### src/sv/serial_sensor_bus_responder_assert.svh
// ----------------------------------------------------------------------------
// serial sensor bus responder assertion macros
// concurrent assertion wrappers, empty when SYNTHESIS is defined
// ----------------------------------------------------------------------------
`ifndef SERIAL_SENSOR_BUS_RESPONDER_ASSERT_SVH
`define SERIAL_SENSOR_BUS_RESPONDER_ASSERT_SVH

`ifndef SYNTHESIS

// property must hold at every edge outside reset
`define SSBR_ASSERT(label, clk, rst, prop) \
   label: assert property (@(posedge clk) disable iff (rst) (prop)) \
      else $error("ssbr assertion failed");

// condition must never be true outside reset
`define SSBR_ASSERT_NEVER(label, clk, rst, cond) \
   label: assert property (@(posedge clk) disable iff (rst) !(cond)) \
      else $error("ssbr forbidden condition seen");

`else

`define SSBR_ASSERT(label, clk, rst, prop)
`define SSBR_ASSERT_NEVER(label, clk, rst, cond)

`endif

`endif

### src/sv/ssbr_pkg.sv
// ----------------------------------------------------------------------------
// ssbr_pkg
// shared types and constants of the serial sensor bus responder
// ----------------------------------------------------------------------------
package ssbr_pkg;

   // request function codes
   localparam logic [1:0] FUNC_RX_BYTE = 2'd0;
   localparam logic [1:0] FUNC_SAMPLE  = 2'd1;
   localparam logic [1:0] FUNC_TIMEOUT = 2'd2;

   // register indexes
   localparam logic CSR_SENSOR_ADDRESS = 1'b0;
   localparam logic CSR_SENSOR_TYPE    = 1'b1;

   // command codes, address nibble is or-ed in
   localparam logic [7:0] CMD_DISCOVER = 8'h80;
   localparam logic [7:0] CMD_TYPE     = 8'h90;
   localparam logic [7:0] CMD_MEASURE  = 8'hA0;

   localparam logic [7:0]  FRAME_LEN      = 8'h04;
   localparam logic [7:0]  REPLY_LEN_SHORT = 8'h04;
   localparam logic [7:0]  REPLY_LEN_LONG  = 8'h06;
   localparam logic [7:0]  TYPE_TRAILER   = 8'h03 - 8'h01;
   localparam logic [15:0] CHECK_INIT     = 16'hFFFF;

   localparam int ADC_W       = 10;
   // block length of the averager, a power of two
   localparam int AVG_SAMPLES = 32;
   localparam int AVG_SHIFT   = $clog2(AVG_SAMPLES);
   localparam int CNT_W       = $clog2(AVG_SAMPLES);
   localparam int SUM_W       = ADC_W + AVG_SHIFT;

   localparam int QUEUE_DEPTH = 2;
   localparam int QPTR_W      = $clog2(QUEUE_DEPTH);
   localparam int QCNT_W      = $clog2(QUEUE_DEPTH + 1);

   typedef enum logic [1:0] {
      PH_IDLE,
      PH_READ,
      PH_SKIP
   } rx_phase_type;

   typedef enum logic [1:0] {
      RK_DISCOVER,
      RK_TYPE,
      RK_MEASURE
   } reply_kind_type;

   typedef struct packed {
      reply_kind_type kind;
      logic [7:0]     cmd;
      logic [7:0]     data0;
      logic [7:0]     data1;
   } reply_desc_type;

   typedef struct packed {
      logic full;
      logic empty;
   } queue_status_type;

endpackage

### src/sv/ssbr_front.sv
// ----------------------------------------------------------------------------
// ssbr_front
// frame parser, command decode, sample averager and register file
// ----------------------------------------------------------------------------
module ssbr_front (
   input  logic                     clock,
   input  logic                     reset,
   input  logic                     req_valid,
   output logic                     req_stall,
   input  logic [1:0]               req_func,
   input  logic [7:0]               req_rx_byte,
   input  logic [9:0]               req_adc_sample,
   input  logic                     csr_write_enable,
   input  logic                     csr_index,
   input  logic [7:0]               csr_write_data,
   input  ssbr_pkg::queue_status_type q_status,
   output logic                     q_push,
   output ssbr_pkg::reply_desc_type q_push_desc
);

   ssbr_pkg::rx_phase_type phase_ff, phase_in;
   logic [7:0]  bytes_left_ff, bytes_left_in;
   logic [7:0]  held_command_ff, held_command_in;
   logic [15:0] check_ff, check_in;
   logic [ssbr_pkg::SUM_W-1:0] sum_ff, sum_in;
   logic [ssbr_pkg::CNT_W-1:0] count_ff, count_in;
   logic [ssbr_pkg::ADC_W-1:0] level_ff, level_in;
   logic [3:0]  address_ff;
   logic [7:0]  type_code_ff;

   logic                       accept;
   logic [15:0]                check_final;
   logic [ssbr_pkg::SUM_W-1:0] sum_next;
   logic [ssbr_pkg::CNT_W:0]   count_next;
   logic [7:0]                 addr_byte;

   assign req_stall  = q_status.full;
   assign accept     = req_valid && !req_stall;
   assign addr_byte  = {4'h0, address_ff};
   assign check_final = check_ff ^ {req_rx_byte, 8'h00};
   assign sum_next   = sum_ff + ssbr_pkg::SUM_W'(req_adc_sample);
   assign count_next = {1'b0, count_ff} + (ssbr_pkg::CNT_W + 1)'(1);

   always_ff @(posedge clock) begin
      if (reset) begin
         address_ff   <= 4'h1;
         type_code_ff <= 8'h03;
      end else if (csr_write_enable) begin
         unique case (csr_index)
            ssbr_pkg::CSR_SENSOR_ADDRESS: address_ff   <= csr_write_data[3:0];
            ssbr_pkg::CSR_SENSOR_TYPE:    type_code_ff <= csr_write_data;
            default: ;
         endcase
      end
   end

   always_ff @(posedge clock) begin
      if (reset) begin
         phase_ff        <= ssbr_pkg::PH_IDLE;
         bytes_left_ff   <= 8'h00;
         held_command_ff <= 8'h00;
         check_ff        <= 16'h0000;
         sum_ff          <= '0;
         count_ff        <= '0;
         level_ff        <= '0;
      end else begin
         phase_ff        <= phase_in;
         bytes_left_ff   <= bytes_left_in;
         held_command_ff <= held_command_in;
         check_ff        <= check_in;
         sum_ff          <= sum_in;
         count_ff        <= count_in;
         level_ff        <= level_in;
      end
   end

   always_comb begin
      phase_in        = phase_ff;
      bytes_left_in   = bytes_left_ff;
      held_command_in = held_command_ff;
      check_in        = check_ff;
      sum_in          = sum_ff;
      count_in        = count_ff;
      level_in        = level_ff;
      q_push          = 1'b0;
      q_push_desc.kind  = ssbr_pkg::RK_DISCOVER;
      q_push_desc.cmd   = held_command_ff;
      q_push_desc.data0 = type_code_ff;
      q_push_desc.data1 = ssbr_pkg::TYPE_TRAILER;

      if (held_command_ff == (ssbr_pkg::CMD_TYPE | addr_byte)) begin
         q_push_desc.kind = ssbr_pkg::RK_TYPE;
      end else if (held_command_ff == (ssbr_pkg::CMD_MEASURE | addr_byte)) begin
         q_push_desc.kind  = ssbr_pkg::RK_MEASURE;
         q_push_desc.data0 = level_ff[7:0];
         q_push_desc.data1 = {6'h00, level_ff[9:8]};
      end

      if (accept) begin
         unique case (req_func)
            ssbr_pkg::FUNC_RX_BYTE: begin
               unique case (phase_ff)
                  ssbr_pkg::PH_IDLE: begin
                     if (req_rx_byte == ssbr_pkg::FRAME_LEN) begin
                        check_in = ssbr_pkg::CHECK_INIT - {8'h00, req_rx_byte};
                        phase_in = ssbr_pkg::PH_READ;
                     end else begin
                        phase_in = ssbr_pkg::PH_SKIP;
                     end
                     // lengths of zero or one wrap and skip a long run
                     bytes_left_in = req_rx_byte - 8'h01;
                  end
                  ssbr_pkg::PH_SKIP: begin
                     bytes_left_in = bytes_left_ff - 8'h01;
                     if (bytes_left_ff == 8'h01) begin
                        phase_in = ssbr_pkg::PH_IDLE;
                     end
                  end
                  ssbr_pkg::PH_READ: begin
                     priority if (bytes_left_ff == 8'h03) begin
                        held_command_in = req_rx_byte;
                        check_in        = check_ff - {8'h00, req_rx_byte};
                        bytes_left_in   = 8'h02;
                     end else if (bytes_left_ff == 8'h02) begin
                        check_in      = check_ff ^ {8'h00, req_rx_byte};
                        bytes_left_in = 8'h01;
                     end else if (bytes_left_ff == 8'h01) begin
                        check_in = check_final;
                        phase_in = ssbr_pkg::PH_IDLE;
                        if (check_final == 16'h0000 &&
                            (held_command_ff == (ssbr_pkg::CMD_DISCOVER | addr_byte) ||
                             held_command_ff == (ssbr_pkg::CMD_TYPE | addr_byte) ||
                             held_command_ff == (ssbr_pkg::CMD_MEASURE | addr_byte))) begin
                           q_push = 1'b1;
                        end
                     end else begin
                        phase_in = ssbr_pkg::PH_IDLE;
                     end
                  end
                  default: phase_in = ssbr_pkg::PH_IDLE;
               endcase
            end
            ssbr_pkg::FUNC_SAMPLE: begin
               if (count_next == (ssbr_pkg::CNT_W + 1)'(ssbr_pkg::AVG_SAMPLES)) begin
                  level_in = sum_next[ssbr_pkg::AVG_SHIFT +: ssbr_pkg::ADC_W];
                  sum_in   = '0;
                  count_in = '0;
               end else begin
                  sum_in   = sum_next;
                  count_in = count_next[ssbr_pkg::CNT_W-1:0];
               end
            end
            ssbr_pkg::FUNC_TIMEOUT: phase_in = ssbr_pkg::PH_IDLE;
            default: ;
         endcase
      end
   end

endmodule

### src/sv/ssbr_queue.sv
// ----------------------------------------------------------------------------
// ssbr_queue
// short reply descriptor queue between parser and transmitter
// ----------------------------------------------------------------------------
module ssbr_queue (
   input  logic                       clock,
   input  logic                       reset,
   input  logic                       push,
   input  ssbr_pkg::reply_desc_type   push_desc,
   input  logic                       pop,
   output ssbr_pkg::reply_desc_type   head_desc,
   output ssbr_pkg::queue_status_type status
);

   ssbr_pkg::reply_desc_type entry_ff [ssbr_pkg::QUEUE_DEPTH];
   logic [ssbr_pkg::QPTR_W-1:0] wr_ptr_ff, rd_ptr_ff;
   logic [ssbr_pkg::QCNT_W-1:0] count_ff;

   assign head_desc    = entry_ff[rd_ptr_ff];
   assign status.full  = (count_ff == ssbr_pkg::QCNT_W'(ssbr_pkg::QUEUE_DEPTH));
   assign status.empty = (count_ff == '0);

   always_ff @(posedge clock) begin
      if (push) begin
         entry_ff[wr_ptr_ff] <= push_desc;
      end
   end

   always_ff @(posedge clock) begin
      if (reset) begin
         wr_ptr_ff <= '0;
         rd_ptr_ff <= '0;
         count_ff  <= '0;
      end else begin
         if (push) begin
            wr_ptr_ff <= (wr_ptr_ff == ssbr_pkg::QPTR_W'(ssbr_pkg::QUEUE_DEPTH - 1)) ?
                         '0 : wr_ptr_ff + ssbr_pkg::QPTR_W'(1);
         end
         if (pop) begin
            rd_ptr_ff <= (rd_ptr_ff == ssbr_pkg::QPTR_W'(ssbr_pkg::QUEUE_DEPTH - 1)) ?
                         '0 : rd_ptr_ff + ssbr_pkg::QPTR_W'(1);
         end
         if (push && !pop) begin
            count_ff <= count_ff + ssbr_pkg::QCNT_W'(1);
         end else if (pop && !push) begin
            count_ff <= count_ff - ssbr_pkg::QCNT_W'(1);
         end
      end
   end

endmodule

### src/sv/ssbr_back.sv
// ----------------------------------------------------------------------------
// ssbr_back
// reply serializer: one reply byte per beat with running checksum
// ----------------------------------------------------------------------------
`include "serial_sensor_bus_responder_assert.svh"

module ssbr_back (
   input  logic                       clock,
   input  logic                       reset,
   input  ssbr_pkg::reply_desc_type   head_desc,
   input  ssbr_pkg::queue_status_type q_status,
   output logic                       q_pop,
   output logic                       rsp_valid,
   input  logic                       rsp_stall,
   output logic [7:0]                 rsp_tx_byte,
   output logic                       rsp_last_of_reply
);

   logic [2:0]  idx_ff, idx_in;
   logic [15:0] chk_ff, chk_in;
   logic        valid_ff, valid_in;
   logic [7:0]  byte_ff, byte_in;
   logic        last_ff, last_in;

   logic        load;
   logic [2:0]  body_len;

   assign rsp_valid         = valid_ff;
   assign rsp_tx_byte       = byte_ff;
   assign rsp_last_of_reply = last_ff;

   assign load     = !q_status.empty && (!valid_ff || !rsp_stall);
   assign body_len = (head_desc.kind == ssbr_pkg::RK_DISCOVER) ? 3'd2 : 3'd4;
   assign q_pop    = load && last_in;

   always_ff @(posedge clock) begin
      if (reset) begin
         idx_ff   <= 3'd0;
         chk_ff   <= ssbr_pkg::CHECK_INIT;
         valid_ff <= 1'b0;
      end else begin
         idx_ff   <= idx_in;
         chk_ff   <= chk_in;
         valid_ff <= valid_in;
      end
   end

   always_ff @(posedge clock) begin
      if (load) begin
         byte_ff <= byte_in;
         last_ff <= last_in;
      end
   end

   always_comb begin
      last_in = 1'b0;
      priority if (idx_ff == 3'd0) begin
         byte_in = (head_desc.kind == ssbr_pkg::RK_DISCOVER) ?
                   ssbr_pkg::REPLY_LEN_SHORT : ssbr_pkg::REPLY_LEN_LONG;
      end else if (idx_ff == 3'd1) begin
         byte_in = head_desc.cmd;
      end else if (idx_ff < body_len) begin
         byte_in = (idx_ff == 3'd2) ? head_desc.data0 : head_desc.data1;
      end else if (idx_ff == body_len) begin
         byte_in = chk_ff[7:0];
      end else begin
         byte_in = chk_ff[15:8];
         last_in = 1'b1;
      end

      idx_in = idx_ff;
      chk_in = chk_ff;
      if (load) begin
         if (last_in) begin
            idx_in = 3'd0;
            chk_in = ssbr_pkg::CHECK_INIT;
         end else begin
            idx_in = idx_ff + 3'd1;
            // checksum covers body bytes only
            if (idx_ff < body_len) begin
               chk_in = chk_ff - {8'h00, byte_in};
            end
         end
      end

      if (load) begin
         valid_in = 1'b1;
      end else if (!rsp_stall) begin
         valid_in = 1'b0;
      end else begin
         valid_in = valid_ff;
      end
   end

   `SSBR_ASSERT(a_last_restarts, clock, reset, (load && last_in) |=> (idx_ff == 3'd0))
   `SSBR_ASSERT_NEVER(a_idx_range, clock, reset, idx_ff > 3'd5)
   `SSBR_ASSERT_NEVER(a_mid_reply_empty, clock, reset, idx_ff != 3'd0 && q_status.empty)
   `SSBR_ASSERT_NEVER(a_short_overrun, clock, reset,
      !q_status.empty && head_desc.kind == ssbr_pkg::RK_DISCOVER && idx_ff > 3'd3)

endmodule

### src/sv/serial_sensor_bus_responder.sv
// ----------------------------------------------------------------------------
// serial_sensor_bus_responder
// sensor side of a half-duplex servo-bus telemetry link
// ----------------------------------------------------------------------------
// req channel: one beat per bus byte (func 0), converter sample (func 1) or
// frame-gap timeout (func 2); func 3 is ignored. req_stall rises only while
// the two-entry reply queue is full; otherwise a beat is taken every cycle.
// A valid 4-byte command frame for this address queues one reply; its bytes
// leave on the rsp channel one beat per cycle while rsp_stall is low,
// rsp_last_of_reply on the final checksum byte. After the beat carrying the
// last checksum byte of the command, the first reply byte passes through the
// queue entry, then the output register. A reply is 4 or 6 bytes long;
// serializing it bounds the sustained rate when replies are back to back.
// Samples update the average every AVG_SAMPLES beats of func 1.
// csr port: index 0 sensor address nibble, index 1 sensor type byte; write
// only while idle. Reset clears the framer, averager, queue and output
// valid flag and loads address 1, type 3. While rsp_stall is high the
// pending byte holds and the parser keeps accepting until the queue fills.
// ----------------------------------------------------------------------------
module serial_sensor_bus_responder (
   input  logic       clock,
   input  logic       reset,
   input  logic       req_valid,
   output logic       req_stall,
   input  logic [1:0] req_func,
   input  logic [7:0] req_rx_byte,
   input  logic [9:0] req_adc_sample,
   output logic       rsp_valid,
   input  logic       rsp_stall,
   output logic [7:0] rsp_tx_byte,
   output logic       rsp_last_of_reply,
   input  logic       csr_write_enable,
   input  logic       csr_index,
   input  logic [7:0] csr_write_data
);

   ssbr_pkg::queue_status_type q_status;
   ssbr_pkg::reply_desc_type   push_desc;
   ssbr_pkg::reply_desc_type   head_desc;
   logic                       q_push;
   logic                       q_pop;

   ssbr_front u_front (
      .clock            (clock),
      .reset            (reset),
      .req_valid        (req_valid),
      .req_stall        (req_stall),
      .req_func         (req_func),
      .req_rx_byte      (req_rx_byte),
      .req_adc_sample   (req_adc_sample),
      .csr_write_enable (csr_write_enable),
      .csr_index        (csr_index),
      .csr_write_data   (csr_write_data),
      .q_status         (q_status),
      .q_push           (q_push),
      .q_push_desc      (push_desc)
   );

   ssbr_queue u_queue (
      .clock     (clock),
      .reset     (reset),
      .push      (q_push),
      .push_desc (push_desc),
      .pop       (q_pop),
      .head_desc (head_desc),
      .status    (q_status)
   );

   ssbr_back u_back (
      .clock             (clock),
      .reset             (reset),
      .head_desc         (head_desc),
      .q_status          (q_status),
      .q_pop             (q_pop),
      .rsp_valid         (rsp_valid),
      .rsp_stall         (rsp_stall),
      .rsp_tx_byte       (rsp_tx_byte),
      .rsp_last_of_reply (rsp_last_of_reply)
   );

endmodule

### config.mk
export PLATFORM = sky130hd
export DESIGN_NAME = serial_sensor_bus_responder
export DESIGN_NICKNAME = d
export VERILOG_FILES = /design/src/sv/ssbr_pkg.sv /design/src/sv/ssbr_front.sv /design/src/sv/ssbr_queue.sv /design/src/sv/ssbr_back.sv /design/src/sv/serial_sensor_bus_responder.sv
export VERILOG_INCLUDE_DIRS = /design/src /design/src/sv
export SDC_FILE = /design/constraint.sdc
export NUM_CORES = 1
export LEC_CHECK = 0
export BUFFER_PORTS_ARGS = -buffer_cell sky130_fd_sc_hd__buf_4
export CORE_UTILIZATION = 67
export CTS_BUF_LIST = sky130_fd_sc_hd__clkbuf_16
export CTS_CLUSTER_SIZE = 20
export DETAILED_ROUTE_END_ITERATION = 12
export PLACE_DENSITY = 0.86
export SLEW_MARGIN = 15
export SYNTH_ARGS = -nofsm -noshare
export SYNTH_HDL_FRONTEND = slang
export SYNTH_HIERARCHICAL = 1
export SYNTH_SLANG_ARGS = --single-unit
### constraint.sdc
create_clock -name clock -period 11.85 [get_ports clock]
set_input_delay 0.5925 -clock clock [delete_from_list [all_inputs] [get_ports clock]]
set_output_delay 0.5925 -clock clock [all_outputs]
set_load 0.02 [all_outputs]
# Word level (Yosys, flattened, before mapping)
# Memory sizes are Yosys's and may differ from the RTL's. A register that Yosys moved wholly into a read port is not among the register bits.
# Cells that the tools add are included.
[classes] n_lt_le_gt_ge=1 mux=51 eq_ne=23 reduce_logical=35 addsub=12 bitwise_logic=3
[ops] op="$mux 16" count=8
[ops] op="$mux 8" count=7
[ops] op="$pmux 16 s2" count=1
[ops] op="$sub 16x8->16" count=2
[ops] op="$eq 8x8->1" count=3
[ops] op="$pmux 8 s3" count=1
[ops] op="$mux 1" count=19
[ops] op="$mux 2" count=9
[ops] op="$eq 8x2->1 const B" count=2
[ops] op="$logic_not 16->1" count=1
[ops] op="$sub 8x1->8 const B" count=2
[ops] op="$xor 16x16->16" count=1
[ops] op="$xor 16x8->16" count=1
[ops] op="$add 15x10->15" count=1
[ops] op="$mux 15" count=1
[ops] op="$reduce_and 5->1" count=2
[ops] op="$sub 1x9->10 const A" count=1
[ops] op="$eq 8x1->1 const B" count=1
[ops] op="$eq 8x3->1 const B" count=1
[ops] op="$logic_not 2->1" count=4
[ops] op="$reduce_and 2->1" count=4
[ops] op="$reduce_and 4->1" count=2
[ops] op="$reduce_bool 2->1" count=4
[ops] op="$add 5x1->6 const B" count=1
[ops] op="other kinds (27)" count=46
[totals] output_inout_bits=11 memories=1 mem_bits_rw=52 word_cells=143 reg_bits=109 input_bits=34
[mem_list] memory="u_queue.entry_ff" words=2 word_bits=26 read_ports=1 rd_ports_with_merged_regs=1 wr=1 line_no="ssbr_queue.sv:15" source="ssbr_pkg::reply_desc_type entry_ff [ssbr_pkg::QUEUE_DEPTH];"

# Logic depth before layout (Yosys ltp)
# Gate-level depths: netlist of the first run.
[depth] word_depth=15 depth_mapped=18 ltp_nobuf=15

# By module
# Netlist of the first run, hierarchy kept.
[by_module_without_submodules] mod="ssbr_front" seq_area_each_um2=1521.5 n_inst=1 cells_each=632 area_per_inst_um2=5023.6
[by_module_without_submodules] mod="ssbr_queue" seq_area_each_um2=1661.6 n_inst=1 cells_each=103 area_per_inst_um2=2082.0
[by_module_without_submodules] mod="ssbr_back" seq_area_each_um2=670.6 n_inst=1 cells_each=243 area_per_inst_um2=2026.9

# Worst setup path after synthesis of the first run
# OpenSTA, ideal clock, no wires.
[synth_timing] path_type="reg-to-reg" from="reg with a tool-made name" to="reg u_back.chk_ff[14]" setup_time_ns=0.127 n_path_buf=2 t_required_ns=11.723 t_arrival_ns=3.848 slack_ns=7.875 synth_period_minus_slack_ns=3.975 path_stages_with_launch=18 path_cell_list="dfxtp_1 -> buf_2 -> buf_4 -> mux2_2 -> nor2_1 -> ha_1 -> nor2b_1 -> nor2_1 -> nand3_1 -> nand3_1 -> a21boi_0 -> ha_1 -> fa_1 -> nand2b_1 -> a211o_1 -> a21oi_1 -> nor4_1 -> or3_1"
[synth_lines] item="to (signal assigned)" line_no="ssbr_back.sv:39" source="chk_ff <= ssbr_pkg::CHECK_INIT;"
[synth_lines] item="to (signal assigned)" line_no="ssbr_back.sv:43" source="chk_ff <= chk_in;"
[synth_lines] item="to (decl)" line_no="ssbr_back.sv:20" source="logic [15:0] chk_ff, chk_in;"

==> results of run 1 <==
## cell type report
type,instances,area (um2),area share (%)
Multi-Input combinational cell,742,4926,48.95
Sequential cell,162,3854,38.29
Clock buffer,18,450.4,4.476
Timing Repair Buffer,47,352.8,3.506
Tap cell,176,220.2,2.188
Clock inverter,14,147.6,1.467
Inverter,30,112.6,1.119
## metrics by stage
stage / setup slack (ps) / power (uW) / hold WS [ps]
global placement: 7617 / 673.0 / 441.2
detailed placement: 7352 / 674.2 / 449.5
floorplan: 7875 / 650.9 / 433.8
CTS: 7323 / 1225 / 379.8
finish: 7242 / 1220 / 403.3
global route: 6906 / 1260 / 412.2
## power by group through the flow
| stage | sequential [uW] | combinational [uW] | clock (uW) |
|---|---|---|---|
| floorplan | 595 | 56.0 | 0 |
| global placement | 596 | 77.0 | 0 |
| detailed placement | 596 | 77.9 | 0 |
| CTS | 584 | 79.5 | 561 |
| global route | 585 | 88.4 | 587 |
| finish | 584 | 80.9 | 555 |
## synthesized netlist by cell type, types with 14 or more instances
| master | number |
|---|---|
| a211oi_1 | 14 |
| a21oi_1 | 76 |
| clkbuf_1 | 26 |
| dfxtp_1 | 101 |
| edfxtp_1 | 61 |
| ha_1 | 43 |
| inv_1 | 30 |
| mux2_2 | 34 |
| mux2i_1 | 20 |
| nand2_1 | 94 |
| nand3_1 | 40 |
| nor2_1 | 84 |
| nor2b_1 | 14 |
| nor3_1 | 18 |
| o21ai_0 | 50 |
| xnor2_1 | 27 |
| xor2_1 | 19 |
## critical path, stage by stage (launching register included)
cell,delay [ps]
dfxtp_1,310
buf_4,320
mux2_2,380
nor2_1,230
ha_1,300
nor2b_1,160
nor2_1,470
nand3_1,170
nand3_1,120
a21boi_0,130
ha_1,270
fa_1,480
nand2b_1,200
a211o_1,320
a21oi_1,340
or3_2,180
nand3_1,60
## path summary, 6_finish.rpt
| kind | to | start | slack [ps] |
|---|---|---|---|
| setup reg to reg | u_back/chk_ff[12] | register | 7240 |
| setup / recovery | u_back/chk_ff[12] | register | 7240 |
| hold reg to reg | u_front/type_code_ff[2] | u_front/type_code_ff[2] | 460 |
| hold / removal | u_front/type_code_ff[1] | csr_write_data[1] | 400 |
## layer usage
| layer | vias up | global-route usage (%) | routed length [um] |
|---|---|---|---|
| met5 | - | 0 | 0 |
| met3 | 59 | 5.598 | 1278 |
| met2 | 288 | 53.29 | 10660 |
| li1 | 3608 | - | - |
| met1 | 3560 | 38.90 | 8813 |
| met4 | 0 | 13.61 | 640 |
## placed cells by master, fill, tap and decap left out, types with 6 or more instances in the layout
| cell type | synthesis | final |
|---|---|---|
| and3_1 | 11 | 11 |
| mux2i_1 | 20 | 20 |
| inv_1 | 30 | 34 |
| a31oi_1 | 9 | 9 |
| nor4_1 | 8 | 8 |
| xor2_1 | 19 | 19 |
| or2_2 | 6 | 6 |
| o21a_1 | 12 | 12 |
| edfxtp_1 | 61 | 61 |
| a21oi_1 | 76 | 76 |
| nand3_1 | 40 | 40 |
| or3_1 | 12 | 12 |
| nand2b_1 | 12 | 12 |
| mux2_2 | 34 | 34 |
| xnor2_1 | 27 | 27 |
| clkbuf_16 | 0 | 18 |
| o21ai_0 | 50 | 50 |
| ha_1 | 43 | 43 |
| o211ai_1 | 8 | 8 |
| a211oi_1 | 14 | 14 |
| nand4_1 | 8 | 8 |
| a21o_1 | 8 | 8 |
| nor2b_1 | 14 | 13 |
| dfxtp_1 | 101 | 101 |
| nand2_1 | 94 | 94 |
| nor3_1 | 18 | 18 |
| conb_1 | 1 | 6 |
| and2_1 | 12 | 11 |
| buf_4 | 10 | 47 |
| nor2_1 | 84 | 84 |
| o22ai_1 | 11 | 11 |
## sequential cells by signal, indices dropped and copies added, names as in the netlist, named ones only
register / cells
u_back/rsp_valid: 1
u_front/address_ff: 4
u_back/rsp_last_of_reply: 1
u_front/sum_ff: 15
u_back/rsp_tx_byte: 8
u_queue/wr_ptr_ff: 1
u_front/bytes_left_ff: 8
u_front/level_ff: 10
u_back/idx_ff: 3
u_front/held_command_ff: 8
u_front/check_ff: 16
u_front/phase_ff: 2
u_front/count_ff: 5
u_queue/entry_ff: 52
u_queue/count_ff: 2
u_queue/rd_ptr_ff: 1
u_front/type_code_ff: 8
u_back/chk_ff: 16
## cell families (layout without fill, tap and decap cells)
| family | Yosys count | after routing | synth area share [%] |
|---|---|---|---|
| adders and majority gates | 46 | 46 | 6.549 |
| other | 1 | 6 | 0.04106 |
| DFF | 162 | 162 | 42.20 |
| muxes | 54 | 54 | 6.384 |
| buffers and inverters | 79 | 109 | 4.110 |
| and+or+nand+nor | 351 | 351 | 19.54 |
| AOI/OAI and AO/OA | 239 | 239 | 16.77 |
| xor gates and xnor gates | 46 | 46 | 4.412 |
==> metrics.txt, run 1 <==
R2R cell count=16; Util after Layout=75.99%; Max H-tree Level=4; max-slew violations=0; Worst setup SP type=register; Antenna diodes=0; Final TNS setup=0 ps; fraction of power spent switching nets=22.06%; Worst-Skew Late Latency=~430 ps; DR vias/cell=~6.3; Synth Register Bits=162; Final GP Congestion=0.9891; RSZ-0062 raised after global routing=false; # resized after CTS=0; critical path endpoint category=register; Tot GR Track Use=a little under a third; WL per Instance=between 15 and 20 um; main area contributors after synthesis=dfxtp_1, edfxtp_1, ha_1; Non-Filler Instances=1189; Initial Util=68.96%; fin nets=1080; Ports=45; detailed router's first-iteration violation count=around 800; HPWL after DPL=14530 um; CTS Buf Count=17; die area=14100 um2; Placed Area=9464 um2; Mapped Avg Cell Area=9.338 um2; core area=between 10000 and 15000 um2; VDD IR max=between 100 and 150 uV; row count=42; first-pass GRT wire length=34830 um; clock net sink count=162; Die W=118.8 um; status=complete, no violations; fillers=926; fraction of layout cells with a size suffix above 1=13.62%; Power Density=approximately 120 nW/um2; chip height=118.8 um; setup bufs post-CTS=0; WL final=21390 um; Worst EP arrival=4870 ps; Worst Tran Pin Value=910.5 ps; worst-path fanout max=26; Net Switching=roughly 270 uW; number of global-route vias before repair=approximately 7200; synthesis-to-finish area growth=10.19%; EDFF count, synth=61; Reg power frac=47.9%; final setup violating endpoints=0; via count=roughly 7500; clock tree root driver cell=clkbuf_16; Pint=roughly 950 uW; HP Class=in2reg; post-synth top area share=22.14%; synth warn=6; critical path class=reg2reg; largest net degree at the start of global routing=73; placed insts=1157; Remaining DRCs=0; CTS Hold Bufs=0; gr ovfl total=0; Mapped Area=between 9000 and 10000 um2; async set-reset flop share out of synthesis=0%; Clk pwr share=45.5%; Hold Crit Depth=3; FMAX=217.0 MHz; hold violation count in the final report=0; initial antenna violation count=0; Synth area leader=dfxtp_1; Max-slew headroom=a little under two fifths; cell count after synthesis=a little under 1000; Final Skew=13.38 ps; synth unique cells=84; Period Utilization, post-route=38.88%; Max Cap Viol=0; Lkg Pwr=between 0.003 and 0.004 uW; Period minus WS final=4608 ps; sequential fraction of the synthesis area=between 40 and 50%; Gate power share=6.6%; DRT antenna net count=0; design area=10060 um2; drt pass-1 iters=6; prevailing post-synth register cell=dfxtp_1; PortBufs=between 40 and 50; required time of the worst setup path=12110 ps; clk slew on worst S/H paths=60 ps; CTS tree=done; clk buf depth=2
(Power assumes the default switching activity.)
==> run 2: changes to the inputs <==
--- a/config.mk
+++ b/config.mk
@@ -6,12 +6,13 @@
 export SDC_FILE = /design/constraint.sdc
 export NUM_CORES = 1
 export LEC_CHECK = 0
+export ABC_AREA = 1
 export BUFFER_PORTS_ARGS = -buffer_cell sky130_fd_sc_hd__buf_4
-export CORE_UTILIZATION = 67
+export CORE_UTILIZATION = 63
 export CTS_BUF_LIST = sky130_fd_sc_hd__clkbuf_16
 export CTS_CLUSTER_SIZE = 20
 export DETAILED_ROUTE_END_ITERATION = 12
-export PLACE_DENSITY = 0.86
+export PLACE_DENSITY = 0.81
 export SLEW_MARGIN = 15
 export SYNTH_ARGS = -nofsm -noshare
 export SYNTH_HDL_FRONTEND = slang
==> constraint.sdc (replaced) <==
create_clock -name clock -period 4.8 [get_ports clock]
set_input_delay 0.24 -clock clock [delete_from_list [all_inputs] [get_ports clock]]
set_output_delay 0.24 -clock clock [all_outputs]
set_load 0.02 [all_outputs]
==> run 2 against run 1 <==
  * Register-to-register slack worse by 5900 ps
  * First-iteration DRC count fell by 14%
  * Sequential cell count unchanged
  * Largest power group unchanged
  * Setup slack lost 5900 ps
  * Combinational power grew to 3.5 times the previous value
  * Non-clock buffer count stayed put
  * Die area rose by 15%
  * Via count rose by 13%
  * Area after synthesis rose by 8.6%
  * Count of clock-buffer cells in the layout is the same
  * Critical endpoint is now u_back/chk_ff[11]
==> metrics.txt, run 2 <==
Synth area leader=dfxtp_1 (unchanged); cell count after synthesis=1322 (was 978); most instantiated cells after synthesis=nand2_1, inv_1, nor2_1 (was dfxtp_1, nand2_1, nor2_1); synthesis-to-finish area growth=9.728% (was 10.19%); Worst Tran Pin Value=1046 ps (was 910.5 ps); most frequent cells in the layout=nand2_1, inv_1, nor2_1 (was dfxtp_1, nand2_1, nor2_1); row count=45 (was 42); Max stage delay on crit path=390 ps (was 480 ps); gr ovfl total=0 (unchanged); fraction of layout cells with a size suffix above 1=11.17% (was 13.62%); Remaining DRCs=0 (unchanged); Final Skew=11.12 ps (was 13.38 ps); detailed router's first-iteration violation count=676 (was 790); final setup violating endpoints=0 (unchanged); synth warn=6 (unchanged); async set-reset flop share out of synthesis=0% (unchanged); HP Class=in2reg (unchanged); CTS Buf Count=17 (unchanged); # resized after CTS=0 (unchanged); Final TNS setup=0 ps (unchanged); PortBufs=44 (unchanged); Worst setup SP type=register (unchanged); worst-path fanout max=13 (was 26); CTS Hold Bufs=0 (unchanged); commonest non-fill, non-tap cell in the layout=nand2_1 (was dfxtp_1); status=complete, no violations (unchanged); Max H-tree Level=4 (unchanged); placed insts=1549 (was 1157); critical path class=reg2reg (unchanged); EDFF count, synth=61 (unchanged); Largest delay share family, worst path=simple AND/OR/NAND/NOR gates (unchanged); Tot GR Track Use=28.45% (was 31.32%); fin nets=1437 (was 1080); post-synth top area share=20.39% (was 22.14%); CTS tree=done (unchanged); worst reg2reg setup slack=1340 ps (was 7240 ps); WL final=21910 um (was 21390 um); worst path cell trace=mux2_4, nor2_1, ha_1, nand3_1, nand2_1, o211ai_1, a31oi_1, inv_1, ha_1, nand2_1, inv_1, a21oi_1, nand2_1, nand2_1, nand3_1, nand2_1, nand3_1 (was buf_4, mux2_2, nor2_1, ha_1, nor2b_1, nor2_1, nand3_1, nand3_1, a21boi_0, ha_1, fa_1, nand2b_1, a211o_1, a21oi_1, or3_2, nand3_1); Initial Util=64.99% (was 68.96%); Ports=45 (unchanged); Mapped Avg Cell Area=7.502 um2 (was 9.338 um2); Worst-Skew Late Latency=420 ps (was 430 ps); critical path endpoint category=register (unchanged); clk slew on worst S/H paths=60 ps (about the same); number of global-route vias before repair=7874 (was 7244); chip height=127.5 um (was 118.8 um); core area=15260 um2 (was 13240 um2); Most common cell on crit path=nand2_1 (was nand3_1); RSZ-0062 raised after global routing=false (unchanged); Lkg Pwr=0.004921 uW (was 0.003859 uW); clock tree root driver cell=clkbuf_16 (unchanged); Power Density=278.4 nW/um2 (was 121.2 nW/um2); clock net sink count=162 (unchanged); DRT antenna net count=0 (unchanged); Buf/Inv on CP=2 (was 1); via count=8480 (was 7515); HPWL after DPL=16250 um (was 14530 um); die area=16250 um2 (was 14100 um2); Synth Register Bits=162 (unchanged); CP max-delay cell=dfxtp_1 (was fa_1); sequential fraction of the synthesis area=38.86% (was 42.20%); first-pass GRT wire length=36620 um (was 34830 um); Hold Path Origin=csr_write_data[1] (unchanged); hold violation count in the final report=0 (unchanged); main area contributors after synthesis=dfxtp_1, edfxtp_1, nand2_1 (was dfxtp_1, edfxtp_1, ha_1); Worst EP arrival=3770 ps (was 4870 ps); Biggest register=u_queue/entry_ff (unchanged); FMAX=288.7 MHz (was 217.0 MHz); Final GP Congestion=0.9828 (was 0.9891); VDD IR max=230.0 uV (was 100.6 uV); drt pass-1 iters=5 (was 6); Max Cap Viol=0 (unchanged); clk buf depth=2 (unchanged); initial antenna violation count=0 (unchanged); DR vias/cell=5.364 (was 6.320); Max-slew headroom=30.18% (was 38.34%); fillers=1212 (was 926); Antenna diodes=0 (unchanged); Die W=127.5 um (was 118.8 um); Non-Filler Instances=1581 (was 1189); setup bufs post-CTS=0 (unchanged); prevailing post-synth register cell=dfxtp_1 (unchanged); Period Utilization, post-route=72.16% (was 38.88%); largest net degree at the start of global routing=38 (was 73); Mapped Area=9917 um2 (was 9133 um2); synth unique cells=50 (was 84); WL per Instance=13.86 um (was 17.99 um); most numerous cell in the Yosys netlist=nand2_1 (was dfxtp_1); Largest regs=u_queue/entry_ff: 52 flops, u_back/chk_ff: 16 flops, u_front/check_ff: 16 flops (unchanged); max FFs per register=52 (unchanged); Period minus WS final=3464 ps (was 4608 ps); max-slew violations=0 (unchanged); Worst Hold Margin=46.20 ps (was 403.3 ps); required time of the worst setup path=5110 ps (was 12110 ps)
==> run 2: area by class of cell <==
type                    count  area (um2)  share of cell area, %
clock buffers              18       450.4                  4.139
flip-flops and latches    162        3854                  35.41
repair buffers             47       352.8                  3.242
clock inverters            14       113.9                  1.046
multi-input cells         931        5101                  46.88
well taps                 211       264.0                  2.426
inverters                 198       745.7                  6.853
==> run 2: kinds of logic after synthesis <==
logic type               share of synthesized area [%]
AND/OR/NAND/NOR                                  28.09
buffers and inverters                            9.942
AO/OA/AOI/OAI                                    10.95
flip-flops                                       38.86
adder cells (fa/ha/maj)                          6.031
XOR/XNOR                                         2.384
multiplexers                                     3.709
other                                          0.03781
==> run 2: report_power, final <==
group          switching (uW)  total [uW]  leakage, uW  internal, uW
Combinational             184         285      0.00325           101
Sequential               15.2        1450      0.00139          1440
Clock                     550        1290     0.000287           741
Total                     749        3030      0.00492          2280
==> run 2: worst paths after layout <==
kind / to / cells after the start
setup / recovery: u_back/chk_ff[11] / 17
hold / removal: u_front/type_code_ff[1] / 3
setup reg to reg: u_back/chk_ff[11] / 17
hold reg to reg: u_queue/entry_ff[0][20] / 0
==> run 2: worst min-delay path: cells and delay by family <==
family,cells,cell delay (ps)
simple gates,2,100
buf+inv,1,90
==> run 2: per-layer routing <==
layer	GRT usage, %	share of wire (%)	vias to the layer above
met5	0	0	-
met4	12.32	3.1	0
met3	5.695	5.7	46
met2	48.51	48	240
met1	34.96	43	3846
li1	-	-	4348
==> run 2: metrics by stage <==
| stage | setup slack [ps] | cell area [um2] | total power, uW | util, % |
|---|---|---|---|---|
| 2_1_floorplan | 1560 | 9936 | 1690 | - |
| 3_3_place_gp | 1549 | 10310 | 1758 | 67.60 |
| 3_5_place_dp | 1371 | 10310 | 1763 | 67.60 |
| 4_1_cts | 1366 | 10880 | 3041 | 71.30 |
| 5_1_grt | 951.5 | 10880 | 3145 | 71.32 |
| 6_report | 1336 | 10880 | 3029 | 71.32 |
==> run 3: changes to the inputs <==
--- a/config.mk
+++ b/config.mk
@@ -8,11 +8,11 @@
 export LEC_CHECK = 0
 export ABC_AREA = 1
 export BUFFER_PORTS_ARGS = -buffer_cell sky130_fd_sc_hd__buf_4
-export CORE_UTILIZATION = 63
+export CORE_UTILIZATION = 57
 export CTS_BUF_LIST = sky130_fd_sc_hd__clkbuf_16
 export CTS_CLUSTER_SIZE = 20
 export DETAILED_ROUTE_END_ITERATION = 12
-export PLACE_DENSITY = 0.81
+export PLACE_DENSITY = 0.78
 export SLEW_MARGIN = 15
 export SYNTH_ARGS = -nofsm -noshare
 export SYNTH_HDL_FRONTEND = slang
==> constraint.sdc (replaced) <==
create_clock -name clock -period 2.9 [get_ports clock]
set_input_delay 0.145 -clock clock [delete_from_list [all_inputs] [get_ports clock]]
set_output_delay 0.145 -clock clock [all_outputs]
set_load 0.02 [all_outputs]
==> run 3 against run 2 <==
  * The flow now finishes with violations (setup timing)
  * Worst hold slack lost 21 ps
  * Power grew 65%
  * Register-to-register slack lost 1400 ps
  * Final cell count grew 3.3%
  * Combinational power grew 71%
  * Sequential share of layout area shrank 2.2 points
  * Fmax grew 17%
  * Clock power grew 63%
  * First-iteration DRC count shrank 5.5%
  * Sequential cell count is the same
  * Count of clock-buffer cells in the layout shrank 1
  * Critical endpoint is now u_back/chk_ff[12]
==> metrics.txt, run 3 (synthesized netlist as in run 2, its figures left out) <==
Worst-Skew Late Latency=430 ps (was 420 ps); Initial Util=59.17% (was 64.99%); Worst EP arrival=3260 ps (was 3770 ps); initial antenna violation count=0 (unchanged); Worst Hold Margin=25.19 ps (was 46.20 ps); HP Class=in2reg (unchanged); WL final=23040 um (was 21910 um); Lkg Pwr=0.005165 uW (was 0.004921 uW); number of global-route vias before repair=7998 (was 7874); Max stage delay on crit path=370 ps (was 390 ps); commonest non-fill, non-tap cell in the layout=nand2_1 (unchanged); critical path endpoint category=register (unchanged); Final Skew=13.40 ps (was 11.12 ps); synthesis-to-finish area growth=17.16% (was 9.728%); Most common cell on crit path=nand2_1 (unchanged); fraction of layout cells with a size suffix above 1=17.48% (was 11.17%); Period minus WS final=2949 ps (was 3464 ps); clk buf depth=2 (unchanged); Power Density=429.2 nW/um2 (was 278.4 nW/um2); max-slew violations=0 (unchanged); core area=16760 um2 (was 15260 um2); chip height=133.9 um (was 127.5 um); fillers=1332 (was 1212); Largest delay share family, worst path=simple AND/OR/NAND/NOR gates (unchanged); gr ovfl total=0 (unchanged); Die W=133.9 um (was 127.5 um); PortBufs=44 (unchanged); Util after Layout=69.32% (was 71.32%); fin nets=1480 (was 1437); most frequent cells in the layout=nand2_1, inv_1, nor2_1 (unchanged); Ports=45 (unchanged); final setup violating endpoints=8 (was 0); CTS Buf Count=17 (unchanged); largest net degree at the start of global routing=48 (was 38); clock tree root driver cell=clkbuf_16 (unchanged); Period Utilization, post-route=101.7% (was 72.16%); status=finished with violations (was complete, no violations); via count=8806 (was 8480); Max Cap Viol=0 (unchanged); first-pass GRT wire length=36950 um (was 36620 um); CTS tree=done (unchanged); DR vias/cell=5.393 (was 5.364); clock net sink count=162 (unchanged); detailed router's first-iteration violation count=639 (was 676); worst path cell trace=mux2_4, nor2_4, ha_4, nand2_4, nand2_8, nor2_1, o21ai_1, a31oi_2, inv_2, ha_4, nand2_2, inv_1, nand2_1, nand2_1, a21oi_4, nand3_1, nand2_1, nand3_1 (was mux2_4, nor2_1, ha_1, nand3_1, nand2_1, o211ai_1, a31oi_1, inv_1, ha_1, nand2_1, inv_1, a21oi_1, nand2_1, nand2_1, nand3_1, nand2_1, nand3_1); drt pass-1 iters=6 (was 5); Remaining DRCs=0 (unchanged); Worst Tran Pin Value=527.1 ps (was 1046 ps); Buf/Inv on CP=2 (unchanged); failing checks=setup timing; Largest regs=u_queue/entry_ff: 52 flops, u_back/chk_ff: 16 flops, u_front/check_ff: 16 flops (unchanged); WL per Instance=14.11 um (was 13.86 um); max FFs per register=52 (unchanged); die area=17930 um2 (was 16250 um2); CP max-delay cell=dfxtp_4 (was dfxtp_1); worst reg2reg setup slack=-50 ps (was 1340 ps); worst-path fanout max=8 (was 13); clk slew on worst S/H paths=60 ps (about the same); Antenna diodes=0 (unchanged); hold violation count in the final report=0 (unchanged); critical path class=reg2reg (unchanged); VDD IR max=507.3 uV (was 230.0 uV); required time of the worst setup path=3210 ps (was 5110 ps); HPWL after DPL=16360 um (was 16250 um); DRT antenna net count=0 (unchanged); Biggest register=u_queue/entry_ff (unchanged); worst setup margin=-49.37 ps (was 1336 ps); RSZ-0062 raised after global routing=true (was false); row count=47 (was 45); Max-slew headroom=64.73% (was 30.18%); Final GP Congestion=0.9399 (was 0.9828); Worst setup SP type=register (unchanged); Max H-tree Level=4 (unchanged); dpl ws=-208.7 ps (was 1371 ps); Tot GR Track Use=25.91% (was 28.45%); FMAX=339.1 MHz (was 288.7 MHz)
## run 3: cell types whose count changed in the layout (fill, tap and decap cells not counted), sizes merged
cell         before  now
buf              47   81
clkbuf           18   17
dlygate4sd3       0    9
inv             204  205
## run 3: power breakdown
group          switching, uW  total [uW]  internal, uW
logic                    310         486           176
clock network            923        2100          1170
registers               25.2        2410          2380
total                   1260        4990          3730
## run 3: per-stage QoR
stage | setup TNS (ps) | std cells | total power (uW) | cell area [um2]
6_report | -218.9 | 1633 | 4987 | 11620
5_1_grt | -1771 | 1633 | 5177 | 11620
3_5_place_dp | -1298 | 1575 | 2921 | 10630
3_3_place_gp | -597.3 | 1575 | 2912 | 10630
4_1_cts | -25.78 | 1627 | 5010 | 11440
2_1_floorplan | -155.5 | 1327 | 2796 | 10100
## run 3: routing by layer
| metal | track usage, % | vias up | share of wire (%) |
|---|---|---|---|
| met5 | 0 | - | 0 |
| met4 | 9.785 | 0 | 3.1 |
| met3 | 5.480 | 63 | 4.8 |
| met2 | 45.60 | 257 | 49 |
| met1 | 30.87 | 4047 | 43 |
| li1 | - | 4439 | - |
## run 3: worst paths after layout
path	from	to	cells after the start
hold reg to reg	u_back/chk_ff[14]	u_back/chk_ff[14]	2
setup reg to reg	register	u_back/chk_ff[12]	18
setup / recovery	register	u_back/chk_ff[12]	18
hold / removal	req_rx_byte[6]	u_front/held_command_ff[6]	3
## run 3: repair_timing
action                                 4_1_cts  5_1_grt
hold buffers                                 8        1
endpoints found under the hold margin       12        1
setup endpoints to repair                   11       15
setup buffers                               12        5
pin swaps                                   13       21
gates resized for setup                     25       34
## run 3: final cells by class
cell class	instances	area [um2]	area share, %
Multi-Input combinational cell	931	5461	47.01
Sequential cell	162	3857	33.20
Inverter	198	745.7	6.418
Timing Repair Buffer	90	735.7	6.332
Clock buffer	17	425.4	3.661
Tap cell	220	275.3	2.369
Clock inverter	15	117.6	1.012
## run 3: tightest hold or removal path, stage by stage
cell and delay (ps):
buf_4 110, o21ai_1 60, a21oi_1 90
